===== src/rtl/mbgrip_pkg.sv =====
// Shared types and constants for the Modbus RTU gripper frame builder.
// Used by the controller, the datapath and the top level; no dependencies.
package mbgrip_pkg;

  localparam int unsigned FrameLen = 15;
  localparam int unsigned BodyLen  = 13;
  localparam int unsigned PosW     = 4;

  localparam logic [PosW-1:0] PosCrcLo = 4'(BodyLen);
  localparam logic [PosW-1:0] PosLast  = 4'(FrameLen - 1);

  localparam logic [15:0] CrcInit = 16'hFFFF;
  localparam logic [15:0] CrcPoly = 16'hA001;

  localparam logic [7:0] FuncWriteMulti = 8'h10;
  localparam logic [7:0] StartRegHi     = 8'h03;
  localparam logic [7:0] StartRegLo     = 8'hE8;
  localparam logic [7:0] RegCountHi     = 8'h00;
  localparam logic [7:0] RegCountLo     = 8'h03;
  localparam logic [7:0] ByteCount      = 8'h06;
  localparam logic [7:0] ActionGo       = 8'h09;
  localparam logic [7:0] PosOpen        = 8'h00;
  localparam logic [7:0] PosClose       = 8'hFF;
  localparam logic [7:0] SlaveAddrRst   = 8'h09;

  // Controller to datapath.
  typedef struct packed {
    logic load;     // capture a new request, restart the frame
    logic advance;  // current beat taken, step to the next byte
  } cmd_t;

  // Datapath to controller.
  typedef struct packed {
    logic last;     // current byte is the CRC high byte
  } status_t;

  // One byte through the reflected CRC-16/MODBUS register, bit by bit.
  function automatic logic [15:0] crc_feed(input logic [15:0] crc, input logic [7:0] b);
    logic [15:0] c;
    c = crc ^ {8'h00, b};
    for (int k = 0; k < 8; k++) begin
      if (c[0]) begin
        c = (c >> 1) ^ CrcPoly;
      end else begin
        c = c >> 1;
      end
    end
    return c;
  endfunction

endpackage


===== src/rtl/mbgrip_ctrl.sv =====
// Frame sequencer for the gripper frame builder: idle/send state machine.
// Depends on mbgrip_pkg for the command and status structs.
module mbgrip_ctrl (
  input  logic                clk_i,
  input  logic                rst_ni,
  input  logic                in_valid_i,
  output logic                in_ready_o,
  output logic                out_valid_o,
  input  logic                out_ready_i,
  input  mbgrip_pkg::status_t status_i,
  output mbgrip_pkg::cmd_t    cmd_o
);
  import mbgrip_pkg::*;

  localparam logic StIdle = 1'b0;
  localparam logic StSend = 1'b1;

  logic state_q, state_d;

  assign in_ready_o  = (state_q == StIdle);
  assign out_valid_o = (state_q == StSend);

  always_comb begin
    cmd_o.load    = in_valid_i && in_ready_o;
    cmd_o.advance = out_valid_o && out_ready_i;
    state_d       = state_q;
    unique case (state_q)
      StIdle: begin
        if (in_valid_i) state_d = StSend;
      end
      StSend: begin
        // drop back to idle once the CRC high byte is taken
        if (out_ready_i && status_i.last) state_d = StIdle;
      end
      default: state_d = StIdle;
    endcase
  end

  always_ff @(posedge clk_i or negedge rst_ni) begin
    if (!rst_ni) begin
      state_q <= StIdle;
    end else begin
      state_q <= state_d;
    end
  end

endmodule


===== src/rtl/mbgrip_dp.sv =====
// Datapath for the gripper frame builder: request hold, byte counter,
// byte select and running CRC. Depends on mbgrip_pkg.
module mbgrip_dp (
  input  logic                clk_i,
  input  logic                rst_ni,
  input  logic                cfg_we_i,
  input  logic [7:0]          cfg_wdata_i,
  input  logic                operation_i,
  input  logic [7:0]          speed_i,
  input  logic [7:0]          force_req_i,
  input  mbgrip_pkg::cmd_t    cmd_i,
  output mbgrip_pkg::status_t status_o,
  output logic [7:0]          frame_byte_o,
  output logic                last_byte_o
);
  import mbgrip_pkg::*;

  logic [7:0]      slave_addr_q;
  logic            op_q;
  logic [7:0]      speed_q, force_q;
  logic [PosW-1:0] pos_q, pos_d;
  logic [15:0]     crc_q, crc_d;
  logic [7:0]      byte_sel;

  always_comb begin
    unique case (pos_q)
      4'd0:    byte_sel = slave_addr_q;
      4'd1:    byte_sel = FuncWriteMulti;
      4'd2:    byte_sel = StartRegHi;
      4'd3:    byte_sel = StartRegLo;
      4'd4:    byte_sel = RegCountHi;
      4'd5:    byte_sel = RegCountLo;
      4'd6:    byte_sel = ByteCount;
      4'd7:    byte_sel = ActionGo;
      4'd8:    byte_sel = 8'h00;
      4'd9:    byte_sel = 8'h00;
      4'd10:   byte_sel = op_q ? PosClose : PosOpen;
      4'd11:   byte_sel = speed_q;
      4'd12:   byte_sel = force_q;
      4'd13:   byte_sel = crc_q[7:0];
      4'd14:   byte_sel = crc_q[15:8];
      default: byte_sel = 8'h00;
    endcase
  end

  assign frame_byte_o  = byte_sel;
  assign last_byte_o   = (pos_q == PosLast);
  assign status_o.last = last_byte_o;

  always_comb begin
    pos_d = pos_q;
    crc_d = crc_q;
    if (cmd_i.load) begin
      pos_d = '0;
      crc_d = CrcInit;
    end else if (cmd_i.advance) begin
      pos_d = last_byte_o ? '0 : pos_q + 4'd1;
      // fold body bytes only; hold the CRC while its two bytes go out
      if (pos_q < PosCrcLo) crc_d = crc_feed(crc_q, byte_sel);
      if (last_byte_o) crc_d = CrcInit;
    end
  end

  always_ff @(posedge clk_i or negedge rst_ni) begin
    if (!rst_ni) begin
      slave_addr_q <= SlaveAddrRst;
      pos_q        <= '0;
      crc_q        <= CrcInit;
      op_q         <= 1'b0;
      speed_q      <= 8'h00;
      force_q      <= 8'h00;
    end else begin
      pos_q <= pos_d;
      crc_q <= crc_d;
      if (cfg_we_i) slave_addr_q <= cfg_wdata_i;
      if (cmd_i.load) begin
        op_q    <= operation_i;
        speed_q <= speed_i;
        force_q <= force_req_i;
      end
    end
  end

endmodule


===== src/rtl/modbus_rtu_gripper_frame_builder.sv =====
// Top level of the Modbus RTU gripper frame builder.
// Instantiates mbgrip_ctrl and mbgrip_dp; depends on mbgrip_pkg.
//
// Usage:
//   Request channel (in_valid_i/in_ready_o) carries operation_i (0 open,
//   1 close), speed_i and force_req_i. Each accepted request produces one
//   15-byte write-multiple-registers frame on the byte channel
//   (out_valid_o/out_ready_i), one byte per beat, frame_byte_o in transmit
//   order and last_byte_o high on the CRC high byte.
//   The slave address register is written through cfg_we_i/cfg_wdata_i,
//   taking effect on the next frame; write it only while idle.
// Timing:
//   The first byte is valid the cycle after the request is accepted. The block
//   cannot take the next request until the frame's last byte is taken and it
//   is back in idle. The single byte counter and CRC register set this; the
//   CRC folds one byte per taken beat.
// Reset:
//   Clears the sequencer to idle, slave address to 9, CRC to 0xFFFF.
// Stall:
//   While out_ready_i is low the current byte and last flag hold, and no new
//   request is taken until the frame's last beat is accepted.
module modbus_rtu_gripper_frame_builder (
  input  logic       clk_i,
  input  logic       rst_ni,
  input  logic       cfg_we_i,
  input  logic [7:0] cfg_wdata_i,
  input  logic       in_valid_i,
  output logic       in_ready_o,
  input  logic       operation_i,
  input  logic [7:0] speed_i,
  input  logic [7:0] force_req_i,
  output logic       out_valid_o,
  input  logic       out_ready_i,
  output logic [7:0] frame_byte_o,
  output logic       last_byte_o
);
  import mbgrip_pkg::*;

  cmd_t    cmd;
  status_t status;

  mbgrip_ctrl u_ctrl (
    .clk_i       (clk_i),
    .rst_ni      (rst_ni),
    .in_valid_i  (in_valid_i),
    .in_ready_o  (in_ready_o),
    .out_valid_o (out_valid_o),
    .out_ready_i (out_ready_i),
    .status_i    (status),
    .cmd_o       (cmd)
  );

  mbgrip_dp u_dp (
    .clk_i        (clk_i),
    .rst_ni       (rst_ni),
    .cfg_we_i     (cfg_we_i),
    .cfg_wdata_i  (cfg_wdata_i),
    .operation_i  (operation_i),
    .speed_i      (speed_i),
    .force_req_i  (force_req_i),
    .cmd_i        (cmd),
    .status_o     (status),
    .frame_byte_o (frame_byte_o),
    .last_byte_o  (last_byte_o)
  );

  // Never take a request while a frame is in flight.
  a_no_overlap: assert property (@(posedge clk_i) disable iff (!rst_ni)
    !(in_ready_o && out_valid_o))
    else $error("request channel ready during frame output");

  // A new frame starts at the address byte, never at the last byte.
  a_frame_start: assert property (@(posedge clk_i) disable iff (!rst_ni)
    (in_valid_i && in_ready_o) |=> (out_valid_o && !last_byte_o))
    else $error("frame did not start after request");

  // Taking the last beat ends the frame.
  a_frame_end: assert property (@(posedge clk_i) disable iff (!rst_ni)
    (out_valid_o && out_ready_i && last_byte_o) |=> (in_ready_o && !out_valid_o))
    else $error("frame did not end after last beat");

endmodule

===== config.mk =====
export PLATFORM = sky130hd
export DESIGN_NAME = modbus_rtu_gripper_frame_builder
export DESIGN_NICKNAME = d
export VERILOG_FILES = /design/src/rtl/mbgrip_pkg.sv /design/src/rtl/mbgrip_ctrl.sv /design/src/rtl/mbgrip_dp.sv /design/src/rtl/modbus_rtu_gripper_frame_builder.sv
export SDC_FILE = /design/constraint.sdc
export NUM_CORES = 1
export LEC_CHECK = 0
export BUFFER_PORTS_ARGS = -buffer_cell sky130_fd_sc_hd__buf_2
export CORE_MARGIN = 5
export CORE_UTILIZATION = 45
export DETAILED_ROUTE_END_ITERATION = 16
export GPL_TIMING_DRIVEN = 0
export PLACE_DENSITY = 0.65
export SETUP_SLACK_MARGIN = 0.4
export SYNTH_ARGS = -nofsm -noshare
export SYNTH_HDL_FRONTEND = slang
export SYNTH_SLANG_ARGS = --single-unit

===== constraint.sdc =====
create_clock -name clk_i -period 3.2 [get_ports clk_i]
set_input_delay 0.64 -clock clk_i [delete_from_list [all_inputs] [get_ports clk_i]]
set_output_delay 0.64 -clock clk_i [all_outputs]
set_load 0.01 [all_outputs]

* After elaboration in Yosys (flattened, before gate mapping)
Index checks and enable logic that the tools add are counted.
** Operators by class
- Add/sub/neg operators :: 1
- $lt $le $gt $ge :: 1
- Equality and inequality tests :: 11
- Muxes and demuxes :: 41
- Bitwise operators :: 10
- Reduce and logical (&&, ||, !) cells :: 8
** Operator list (count)
- 16-bit 2-to-1 mux :: 33
- 8-bit one-hot mux with 11 select lines :: 1
- 2-bit NOT with 3-bit output :: 8
- 4-bit == test (second input constant) :: 5
- 16-bit by 8-bit XOR with 16-bit output :: 1
- 4-bit by 3-bit == test with 1-bit output (second input constant) :: 3
- 4-bit 2-to-1 mux :: 3
- 4-bit by 2-bit == test with 1-bit output (second input constant) :: 2
- 8-bit 2-to-1 mux :: 1
- 4-bit by 1-bit adder with 4-bit output (second input constant) :: 1
- 4-bit by 1-bit == test with 1-bit output (second input constant) :: 1
- 4-bit zero test :: 1
- 4-bit < comparator (second input constant) :: 1
- 1-bit logical AND :: 3
- 3-bit nonzero test :: 1
- 1-bit 2-to-1 mux :: 2
- 1-bit one-hot mux with 2 select lines :: 1
- 2-bit AND reduction :: 1
- 2-bit nonzero test :: 1
- 2-bit OR reduction :: 1
- 1-bit NOT :: 1
** Storage, ports and cells
- Register bits :: 46
- Input port bits :: 30
- Output and inout bits :: 11
- Logic and storage cells :: 79

* Logic depth before layout (Yosys ltp)
Gate-level depths: netlist of the first run.
- Depth after elaboration :: 45
- Gate-level depth with buffers :: 11
- Depth with buffers taken out :: 8

* Hierarchy
A second synthesis of the first run with hierarchy kept.
** Unflattened totals
- Cell total of the unflattened synthesis :: 250
- Area total of the unflattened synthesis :: 2662.6 µm²
** By module, submodules not included
- mbgrip_dp :: times used 1, cells each 244, area each 2607.5 µm², sequential area each 1148.6 µm²
- mbgrip_ctrl :: times used 1, cells each 6, area each 55.1 µm², sequential area each 25.0 µm²

* Worst setup path before layout of the first run
Ideal clock, no wire load.
- Path type :: reg-to-reg
- Start point :: register u_dp.pos_q[2]
- End point :: register u_dp.crc_q[0]
- Library setup time :: 0.060 ns
- Arrival :: 2.448 ns
- Required time :: 3.140 ns
- Setup slack :: 0.691 ns
- Stages on the path, launching flop included :: 10
- Buffers on the path :: 2
- Clock period less this slack :: 2.509 ns
- Cell sequence :: dfrtp_1 > buf_4 > buf_2 > a21boi_0 > or4_1 > xor2_1 > xor3_2 > xnor2_1 > xnor2_1 > o22a_1
** On the way
- Elaborated cells on any way between the ends :: 58
- Those cells by class :: 1 x order compare; 11 x eq/ne; 34 x mux; 8 x bitwise; 4 x reduce/logical
** RTL lines
- from (decl) :: line mbgrip_dp.sv:21 : logic [PosW-1:0] pos_q, pos_d;
- from (signal assigned) :: line mbgrip_dp.sv:73 : pos_q <= pos_d;
- 4-bit by 2-bit == test with 1-bit output or 4-bit by 3-bit == test with 1-bit output (tied branches) :: line mbgrip_dp.sv:26 : unique case (pos_q)
- 2-bit OR reduction (no line)
- 8-bit one-hot mux with 11 select lines * :: line mbgrip_dp.sv:26
- net frame_byte_o[0] :: line modbus_rtu_gripper_frame_builder.sv:34 : output logic [7:0] frame_byte_o,
- 16-bit by 8-bit XOR with 16-bit output * :: line mbgrip_pkg.sv:40 : c = crc ^ {8'h00, b};
- 16-bit 2-to-1 mux * :: line mbgrip_pkg.sv:42 : if (c[0]) begin
- 16-bit 2-to-1 mux * :: line mbgrip_dp.sv:59 : if (pos_q < PosCrcLo) crc_d = crc_feed(crc_q, byte_sel);
- 16-bit 2-to-1 mux * :: line mbgrip_dp.sv:56 : end else if (cmd_i.advance) begin
- [22 not listed]
- 16-bit 2-to-1 mux * :: line mbgrip_dp.sv:59
- 16-bit 2-to-1 mux * :: line mbgrip_dp.sv:56
- 16-bit 2-to-1 mux * :: line mbgrip_dp.sv:53 : if (cmd_i.load) begin
- 16-bit 2-to-1 mux * :: line mbgrip_pkg.sv:42
- 16-bit 2-to-1 mux * :: line mbgrip_dp.sv:59
- 16-bit 2-to-1 mux * :: line mbgrip_dp.sv:60 : if (last_byte_o) crc_d = CrcInit;
- 16-bit 2-to-1 mux * :: line mbgrip_dp.sv:56
- 16-bit 2-to-1 mux * :: line mbgrip_dp.sv:53
- to (signal assigned) :: line mbgrip_dp.sv:68 : crc_q <= CrcInit;
- to (signal assigned) :: line mbgrip_dp.sv:74 : crc_q <= crc_d;
- to (decl) :: line mbgrip_dp.sv:22 : logic [15:0] crc_q, crc_d;
The timed path passes the listed nets; every way through them passes the cells marked *. The select of a mux whose other input is x is not followed.
A chain may end at the register's enable or synchronous reset.

* Final worst setup path of the first run
- Start point :: register u_dp.pos_q[1]
- End point :: output frame_byte_o[3]
** On the way
- Word-level cells in the longest chain between the ends :: 3
- Elaborated cells on any way between the ends :: 14
- Those cells by class :: 11 x eq/ne; 1 x mux; 2 x reduce/logical
** Ends and longest elaborated chain (line)
- 4-bit by 2-bit == test with 1-bit output or 4-bit by 3-bit == test with 1-bit output (tied branches) :: mbgrip_dp.sv:26
- 2-bit OR reduction (no line)
- 8-bit one-hot mux with 11 select lines * :: mbgrip_dp.sv:26
- to (decl) :: modbus_rtu_gripper_frame_builder.sv:34
Every way passes the cells marked *; elsewhere a longest branch is shown, timed or not.

==> results of run 1 <==
==> power breakdown <==
group / switching [uW] / leakage (uW) / total, uW / internal (uW)
sequential: 164 / 0.000529 / 983 / 818
clock: 217 / 0.0000591 / 456 / 239
combinational: 912 / 0.000826 / 1880 / 965
total: 1290 / 0.00141 / 3320 / 2020
==> critical path: stages (launching register included) <==
cell and delay [ps]:
dfrtp_1 400, buf_6 160, buf_8 150, buf_8 160, mux2i_4 260, o32a_1 170, o311ai_2 150, a21o_1 200
buf_2 130
==> stage by stage <==
stage | instance area [sq um] | utilization, %
global route | 3290 | 55.2
detailed placement | 3070 | 51.6
CTS | 3190 | 53.6
floorplan | 2780 | -
global placement | 3070 | 51.6
finish | 3290 | 55.2
==> state kept, by name, indices dropped and copies added (netlist names) <==
register,count
u_dp.crc_q,16
u_dp.slave_addr_q,8
u_ctrl.out_valid_o,1
u_dp.force_q,8
u_dp.op_q,1
u_dp.speed_q,8
u_dp.pos_q,4
==> kinds of logic after synthesis <==
logic type	share of synthesized area (%)
AND/OR/NAND/NOR	15.5
AO/OA/AOI/OAI	15.3
flip-flops	42.2
multiplexers	13.5
buffers and inverters	5.13
XOR/XNOR	8.37
==> path summary, 6_finish.rpt <==
| kind | start | to | slack (ps) | cells after the start |
|---|---|---|---|---|
| setup / recovery | u_dp.pos_q[1] | frame_byte_o[3] | 470 | 8 |
| hold / removal | rst_ni | u_dp.speed_q[6] | 500 | 1 |
| setup reg to reg | u_dp.pos_q[3] | u_dp.crc_q[0] | 520 | 10 |
| hold reg to reg | u_dp.speed_q[4] | u_dp.speed_q[4] | 510 | 1 |
| max in group asynchronous | rst_ni | u_dp.pos_q[0] | 2010 | 1 |
| min in group clk_i | u_dp.speed_q[4] | u_dp.speed_q[4] | 510 | 1 |
==> timing repair <==
action	CTS	global route
setup buffers	0	1
hold buffers	0	0
endpoints found under the setup margin	4	6
resized for setup	3	16
pin swaps	0	1
==> placed cells by master, fill, tap and decap left out, types with 3 or more instances in the layout <==
cell,instances
xnor2_1,12
mux2_2,26
nand2b_1,6
a21oi_1,20
a31oi_1,3
o211a_1,3
o21ai_0,6
buf_2,42
o22a_1,6
dfstp_2,18
nand3b_1,7
clkbuf_4,3
nor3_1,4
nand3_1,5
nand2_1,16
clkbuf_1,5
mux2i_1,4
inv_1,3
xor2_1,3
o31ai_1,3
buf_6,4
nor2_1,19
dfrtp_1,27
clkbuf_8,5
==> layer usage <==
layer | up-vias | track usage (%) | wire length (um)
li1 | 1038 | - | -
met1 | 1083 | 27.5 | 3200
met2 | 79 | 28.5 | 3240
met3 | 6 | 3.54 | 437
met4 | 0 | 5.91 | 72
met5 | - | 0 | 0
==> area by class of cell <==
class,instances,share of cell area [%]
Tap cell,75,2.85
Clock inverter,3,1.45
Multi-Input combinational cell,191,46.7
Sequential cell,46,35.7
Inverter,5,0.571
Timing Repair Buffer,40,6.17
Buffer,20,4.45
Clock buffer,5,2.09
==> flow_summary.yaml, run 1 <==
final_layout:
  finalNonFillerCells: 385
  multi_input_area_sq_um: 1530
  seq_area_sq_um: 1170
  nFillCells: 556
  areaGrowthSynthToFinish_pct: 18.2
  num-nets-final: 339
  antenna_cells: 0
  drive_gt1_share_pct: 41.0
critical_path:
  arrival_ps: 2090
  critPathMaxFanout: 10
  endpoint_kind: "output pin"
  crit_path_start_kind: "flip-flop"
  path_class: "reg2out"
  cp.required_ps: 2560
grt:
  grt_pass1_wl_mm: 11.3
  grt_max_degree: 47
  antenna_found_initial: 0
  grt_pass1_vias: 2152
  grt_overflow: 0
  track_usage_pct: 18.9
floorplan:
  rows: 28
  die_w_um: 88.6
  coreArea_sq_um: 5960
  start_util_pct: 46.7
  ios: 41
  die_area_sq_um: 7850
  die_h_um: 88.6
power:
  ir_drop_mv: 0.515
  power.density_nw_per_um2: 1010
  leakage_uw: 0.00141
  p_total_uw: 3320
logic_synthesis:
  syn_inst: 262
  synth_ff_type: "dfrtp_1"
  synth_area_per_cell_sq_um: 10.6
  synth_top_area_share_pct: 25.2
  synth_cell_types: 58
  synth_nets: 292
  synth-seq-area-share_pct: 42.2
  synth_most_common_cell: "dfrtp_1"
  synthArstFlopShare_pct: 100
  synth_edf_count: 0
  synth_warnings: 0
  synth_area_leader_cell: "dfrtp_1"
  synthTopCellsByCount: "28 x dfrtp_1, 26 x mux2_2, 21 x a21oi_1"
  synth-seq-cells: 46
  netlist_area_sq_um: 2780
  yosys-top-cells-area: "dfrtp_1 25%, dfstp_2 17%, mux2_2 11%"
timing:
  hold_violations: 0
  fin_crit_ps: 2730
  setup_viol: 0
  clock_skew_ps: 5.69
  fin_setup_tns_ps: 0
  final.period_utilization_pct: 85.3
  worst_slew_pin_slew_ps: 1030
  finalWorstSetupSlack_ps: 471
  slew_violations: 0
  finalHoldWorstSlack_ps: 501
  relSlewSlack_pct: 31.0
  rsz0062_at_grt: "yes"
  fmax_mhz: 366
clock_tree:
  clkTransAtPathRegs_ps: 90
  cts_buffers: 5
  htree_levels: 2
  clockRootBuffer: "clkbuf_8"
  clock_latency_ps: 300
  cts.path.max_buffers: 2
  clock_sinks: 46
  cts_tree: "yes"
place:
  place.gp.congestion: 0.924
  dp_hpwl_mm: 5.19
  dp_cells: 376
  post-place-ws_ps: 233
  port_buffers: 39
run:
  maxCapViolations: 0
detailed_routing:
  postRouteAntennaNets: 0
  drc: 0
  drt-initial-drc-count: 184
  via_per_inst: 5.73
  wl_mm: 6.95
  wl_per_cell_um: 18.1
  num_vias: 2206
  first_pass_iters: 4
outcome:
  status: "completed"
min_path:
  hp-class: "in2async"
Power figures use the tool's default switching activity.
==> inputs of run 2 (changes only) <==
--- a/config.mk
+++ b/config.mk
@@ -6,12 +6,14 @@
 export NUM_CORES = 1
 export LEC_CHECK = 0
 export BUFFER_PORTS_ARGS = -buffer_cell sky130_fd_sc_hd__buf_2
+export CORE_ASPECT_RATIO = 0.9
 export CORE_MARGIN = 5
-export CORE_UTILIZATION = 45
+export CORE_UTILIZATION = 52
 export DETAILED_ROUTE_END_ITERATION = 16
 export GPL_TIMING_DRIVEN = 0
-export PLACE_DENSITY = 0.65
+export PLACE_DENSITY = 0.74
 export SETUP_SLACK_MARGIN = 0.4
 export SYNTH_ARGS = -nofsm -noshare
 export SYNTH_HDL_FRONTEND = slang
 export SYNTH_SLANG_ARGS = --single-unit
+export TNS_END_PERCENT = 1
==> run 2 against run 1 <==
  * Setup slack got worse by 65 ps
  * Global-route usage grew 2.5 points
  * Cell area is 2.9% lower
  * Fmax decreased by 2.3%
  * Clock-buffer cell count rose by 1
  * Clock skew grew 6.8 ps
  * Combinational power is 3% lower
  * Clock power fell by 22%
  * Via count up 2.1%
  * Largest power group unchanged
==> flow_summary.yaml, run 2 (synthesized netlist as in run 1, its figures left out) <==
outcome:
  status: "completed"
final_layout:
  final_cell_mix: "43 x buf_2, 28 x dfrtp_1, 26 x mux2_2"
  largest_reg_flops: 16
  mostFrequentLayoutCell: "buf_2"
  drive_gt1_share_pct: 39.2
  top_register: "u_dp.crc_q"
  num-nets-final: 340
  areaGrowthSynthToFinish_pct: 14.8
  antenna_cells: 0
detailed_routing:
  met2_length_mm: 2.96
  via_per_inst: 5.96
  drc: 0
  postRouteAntennaNets: 0
  dr_wl_met3_um: 496
  met1_length_mm: 3.24
  first_pass_iters: 5
  top_layer: "met4"
  num_vias: 2253
  drt-initial-drc-count: 252
  wl_mm: 6.89
  wl_per_cell_um: 18.2
power:
  p_total_uw: 3160
  leakage_uw: 0.00139
  ir_drop_mv: 0.513
  power.density_nw_per_um2: 990
clock_tree:
  cts_tree: "yes"
  htree_levels: 2
  cts.path.max_buffers: 2
  clkTransAtPathRegs_ps: 90
  clock_sinks: 46
  cts_buffers: 5
  clockRootBuffer: "clkbuf_8"
  clock_latency_ps: 300
grt:
  grt_pass1_wl_mm: 11.5
  grt_pass1_vias: 2261
  grt_overflow: 0
  antenna_found_initial: 0
  track_usage_pct: 21.5
  grt_max_degree: 47
critical_path:
  arrival_ps: 2150
  crit_path_start_kind: "flip-flop"
  path_class: "reg2out"
  critPathMaxFanout: 10
  endpoint_kind: "output pin"
  rr_worst_depth: 10
  cp.required_ps: 2560
timing:
  rsz0062_at_grt: "yes"
  final.period_utilization_pct: 87.3
  setup_viol: 0
  fin_setup_tns_ps: 0
  slew_violations: 0
  clock_skew_ps: 12.4
  hold_violations: 0
  worst_slew_pin_slew_ps: 999
  relSlewSlack_pct: 33.4
  fmax_mhz: 358
  fin_crit_ps: 2790
run:
  maxCapViolations: 0
place:
  port_buffers: 39
  place.gp.congestion: 0.899
  dp_hpwl_mm: 5.05
floorplan:
  start_util_pct: 53.2
  die_w_um: 87.1
  ios: 41
  die_h_um: 79.4
  die_area_sq_um: 6910
  coreArea_sq_um: 5220
  rows: 25
min_path:
  hp-class: "in2async"
## run 2: cell count changes in the layout (fill, tap and decap cells not counted), sizes merged
| cell | delta |
|---|---|
| buf | +2 |
| clkinv | +2 |
| inv | -2 |
| bufinv | -1 |
## run 2: worst paths after layout
path / start / to / slack [ps]
max: u_dp.pos_q[1] / frame_byte_o[3] / 410
min: rst_ni / u_dp.speed_q[3] / 500
max reg2reg: u_dp.pos_q[1] / u_dp.crc_q[0] / 460
min reg2reg: u_dp.speed_q[7] / u_dp.speed_q[7] / 510
max in group asynchronous: rst_ni / u_dp.slave_addr_q[6] / 2080
min in group clk_i: u_dp.speed_q[7] / u_dp.speed_q[7] / 510
## run 2: power by group
part | total [uW] | switching [uW] | internal, uW
logic | 1830 | 906 | 928
clock network | 357 | 202 | 155
registers | 970 | 152 | 818
total | 3160 | 1260 | 1900
## run 2: stage by stage
step	hold slack [ps]	instance area, sq um	std cells	util, %	setup slack [ps]
floorplan	344	2780	262	-	691
global placement	492	3060	368	58.6	240
detailed placement	498	3060	368	58.6	241
CTS	519	3170	376	60.6	418
global route	533	3190	378	61.1	352
finish	496	3190	378	61.1	406
## run 2: metal layers
metal	up-vias	track usage [%]
met2	114	31.4
met5	-	0
met3	21	4.54
met4	0	7.52
met1	1077	31.4
li1	1041	-
## run 2: area by class of cell
class                   instances  area (sq um)
fillers                       455          2030
multi-input cells             191          1490
flip-flops and latches         46          1170
repair buffers                 41           210
plain buffers                  20           133
well taps                      67          83.8
clock buffers                   6          72.6
inverters                       5          18.8
clock inverters                 2          13.8
## run 2: worst max-delay path: stages, from the launching register on
cell and delay (ps):
dfrtp_1 390, buf_4 200, buf_6 170, buf_6 170, mux2i_2 270, o32a_1 190
o311ai_2 150, a21o_1 180, buf_2 130
## run 2: repair_timing
action	in CTS	in global routing
setup endpoints to repair	4	6
pin swaps	0	1
resized for setup	5	3
buffers inserted	0	2
hold buffers	0	0
==> inputs of run 3 (changes only) <==
--- a/config.mk
+++ b/config.mk
@@ -6,7 +6,7 @@
 export NUM_CORES = 1
 export LEC_CHECK = 0
 export BUFFER_PORTS_ARGS = -buffer_cell sky130_fd_sc_hd__buf_2
-export CORE_ASPECT_RATIO = 0.9
+export CORE_ASPECT_RATIO = 1.2
 export CORE_MARGIN = 5
 export CORE_UTILIZATION = 52
 export DETAILED_ROUTE_END_ITERATION = 16
==> run 3 against run 2 <==
  * Cell count decreased by 1.9%
  * Sequential cell count unchanged
  * Register-to-register slack barely moved
  * Global-route usage shrank 2.0 points
  * Power shrank 0.13%
  * Fmax is 0.31% lower
  * Critical path type unchanged
  * Critical endpoint is now frame_byte_o[7]
  * Highest routed layer unchanged
==> flow_summary.yaml, run 3 (synthesized netlist as in run 1, its figures left out) <==
final_layout:
  top_register: "u_dp.crc_q"
  antenna_cells: 0
  drive_gt1_share_pct: 39.2
  areaGrowthSynthToFinish_pct: 14.4
  num-nets-final: 338
  fin_util_pct: 60.5
  mostFrequentLayoutCell: "buf_2"
  largest_reg_flops: 16
  final_cell_mix: "44 x buf_2, 28 x dfrtp_1, 26 x mux2_2"
  nFillCells: 454
timing:
  rsz0062_at_grt: "yes"
  fmax_mhz: 357
  worst_slew_pin_slew_ps: 981
  fin_setup_tns_ps: 0
  hold_violations: 0
  relSlewSlack_pct: 34.6
  setup_viol: 0
  fin_crit_ps: 2800
  final.period_utilization_pct: 87.6
  slew_violations: 0
  clock_skew_ps: 3.46
detailed_routing:
  wl_mm: 6.63
  drt-initial-drc-count: 164
  first_pass_iters: 4
  wl_per_cell_um: 17.9
  via_per_inst: 5.94
  num_vias: 2204
  postRouteAntennaNets: 0
  drc: 0
floorplan:
  die_w_um: 76.8
  start_util_pct: 52.9
  ios: 41
  rows: 29
  die_area_sq_um: 6920
  coreArea_sq_um: 5260
  die_h_um: 90.1
clock_tree:
  clkTransAtPathRegs_ps: 90
  cts_tree: "yes"
  cts.path.max_buffers: 2
  hold_buffers: 0
  clock_latency_ps: 300
  cts_buffers: 5
  clock_sinks: 46
  htree_levels: 2
  clockRootBuffer: "clkbuf_8"
outcome:
  status: "completed"
power:
  switchingPower_uw: 1270
  power_frac_seq_pct: 30.9
  pwr-share-clk_pct: 11.4
  leakage_uw: 0.00138
  pwr-share-comb_pct: 57.7
  ir_drop_mv: 0.771
  power.density_nw_per_um2: 992
  power_switching_share_pct: 40.1
  internal_power_uw: 1890
critical_path:
  arrival_ps: 2160
  cp.required_ps: 2560
  crit_chain: "buf_6 -> buf_6 -> buf_6 -> or4b_1 -> a21oi_1 -> nor3_2 -> nand2_1 -> buf_2"
  crit_path_start_kind: "flip-flop"
  path_class: "reg2out"
  crit_slowest_cell: "or4b_1"
  crit_top_cell: "buf_6"
  endpoint_kind: "output pin"
  slowest_delay_ps: 470
  critPathMaxFanout: 10
grt:
  track_usage_pct: 19.5
  grt_overflow: 0
  grt_pass1_vias: 2171
  grt_pass1_wl_mm: 11.0
  antenna_found_initial: 0
  grt_max_degree: 47
place:
  dp_hpwl_mm: 5.02
  place.gp.congestion: 0.934
  port_buffers: 39
run:
  maxCapViolations: 0
min_path:
  hp-class: "in2async"
-- run 3: cell count changes in the layout (fill, tap and decap cells not counted) --
cell	delta
nor2_1	-1
buf_4	-2
xor2_4	+1
clkbuf_1	-1
clkbuf_4	-1
xor2_2	-1
buf_2	+1
mux2i_1	+1
mux2i_2	-1
clkinvlp_4	+1
nor2_2	+1
-- run 3: final cells by class --
cell class | count | area [sq um] | share of cell area (%)
Clock inverter | 3 | 21.3 | 0.668
Clock buffer | 5 | 68.8 | 2.16
Timing Repair Buffer | 39 | 195 | 6.13
Tap cell | 62 | 77.6 | 2.44
Multi-Input combinational cell | 191 | 1500 | 47.1
Buffer | 20 | 130 | 4.09
Inverter | 5 | 18.8 | 0.590
Sequential cell | 46 | 1170 | 36.9
-- run 3: final timing paths --
path / depth (start not counted) / endpoint / from / slack [ps]
setup / recovery: 8 / frame_byte_o[7] / u_dp.pos_q[3] / 400
hold / removal: 1 / u_dp.force_q[2] / rst_ni / 500
setup reg to reg: 10 / u_dp.crc_q[0] / u_dp.pos_q[3] / 470
hold reg to reg: 1 / u_dp.force_q[1] / u_dp.force_q[1] / 520
max in group asynchronous: 1 / u_dp.pos_q[1] / rst_ni / 2110
min in group clk_i: 1 / u_dp.force_q[1] / u_dp.force_q[1] / 520
-- run 3: power groups by stage --
| stage | Combinational (uW) | Clock [uW] | Sequential (uW) |
|---|---|---|---|
| floorplan | 1460 | 0 | 912 |
| global placement | 1750 | 0 | 971 |
| detailed placement | 1770 | 0 | 973 |
| CTS | 1800 | 370 | 965 |
| global route | 1980 | 395 | 990 |
| finish | 1820 | 361 | 975 |
-- run 3: routing by layer --
metal | up-vias | part of all wire, % | global-route usage, %
met3 | 17 | 7.1 | 4.30
met2 | 87 | 46 | 29.4
met4 | 0 | 3.0 | 6.27
met5 | - | 0 | 0
li1 | 1032 | - | -
met1 | 1068 | 43 | 27.8
-- run 3: through the flow --
stage | total power, uW | worst slack [ps] | hold WS [ps] | std cells | area (sq um)
after floorplan | 2370 | 691 | 344 | 262 | 2780
after global placement | 2720 | 230 | 491 | 363 | 3050
after detailed placement | 2750 | 228 | 501 | 363 | 3050
after CTS | 3140 | 431 | 522 | 371 | 3160
after global routing | 3370 | 344 | 539 | 371 | 3180
final | 3160 | 397 | 495 | 371 | 3180
-- run 3: timing repair --
item                       CTS  global route
setup buffers                0             0
setup endpoints to repair    4             6
gates cloned                 0             0
gates resized for setup      4             4
-- run 3: worst max-delay path, delay by kind of cell (launching register included) --
family	cells	cell delay (ps)
buf+inv	4	550
simple gates	3	660
compound gates	1	250
flops	1	400
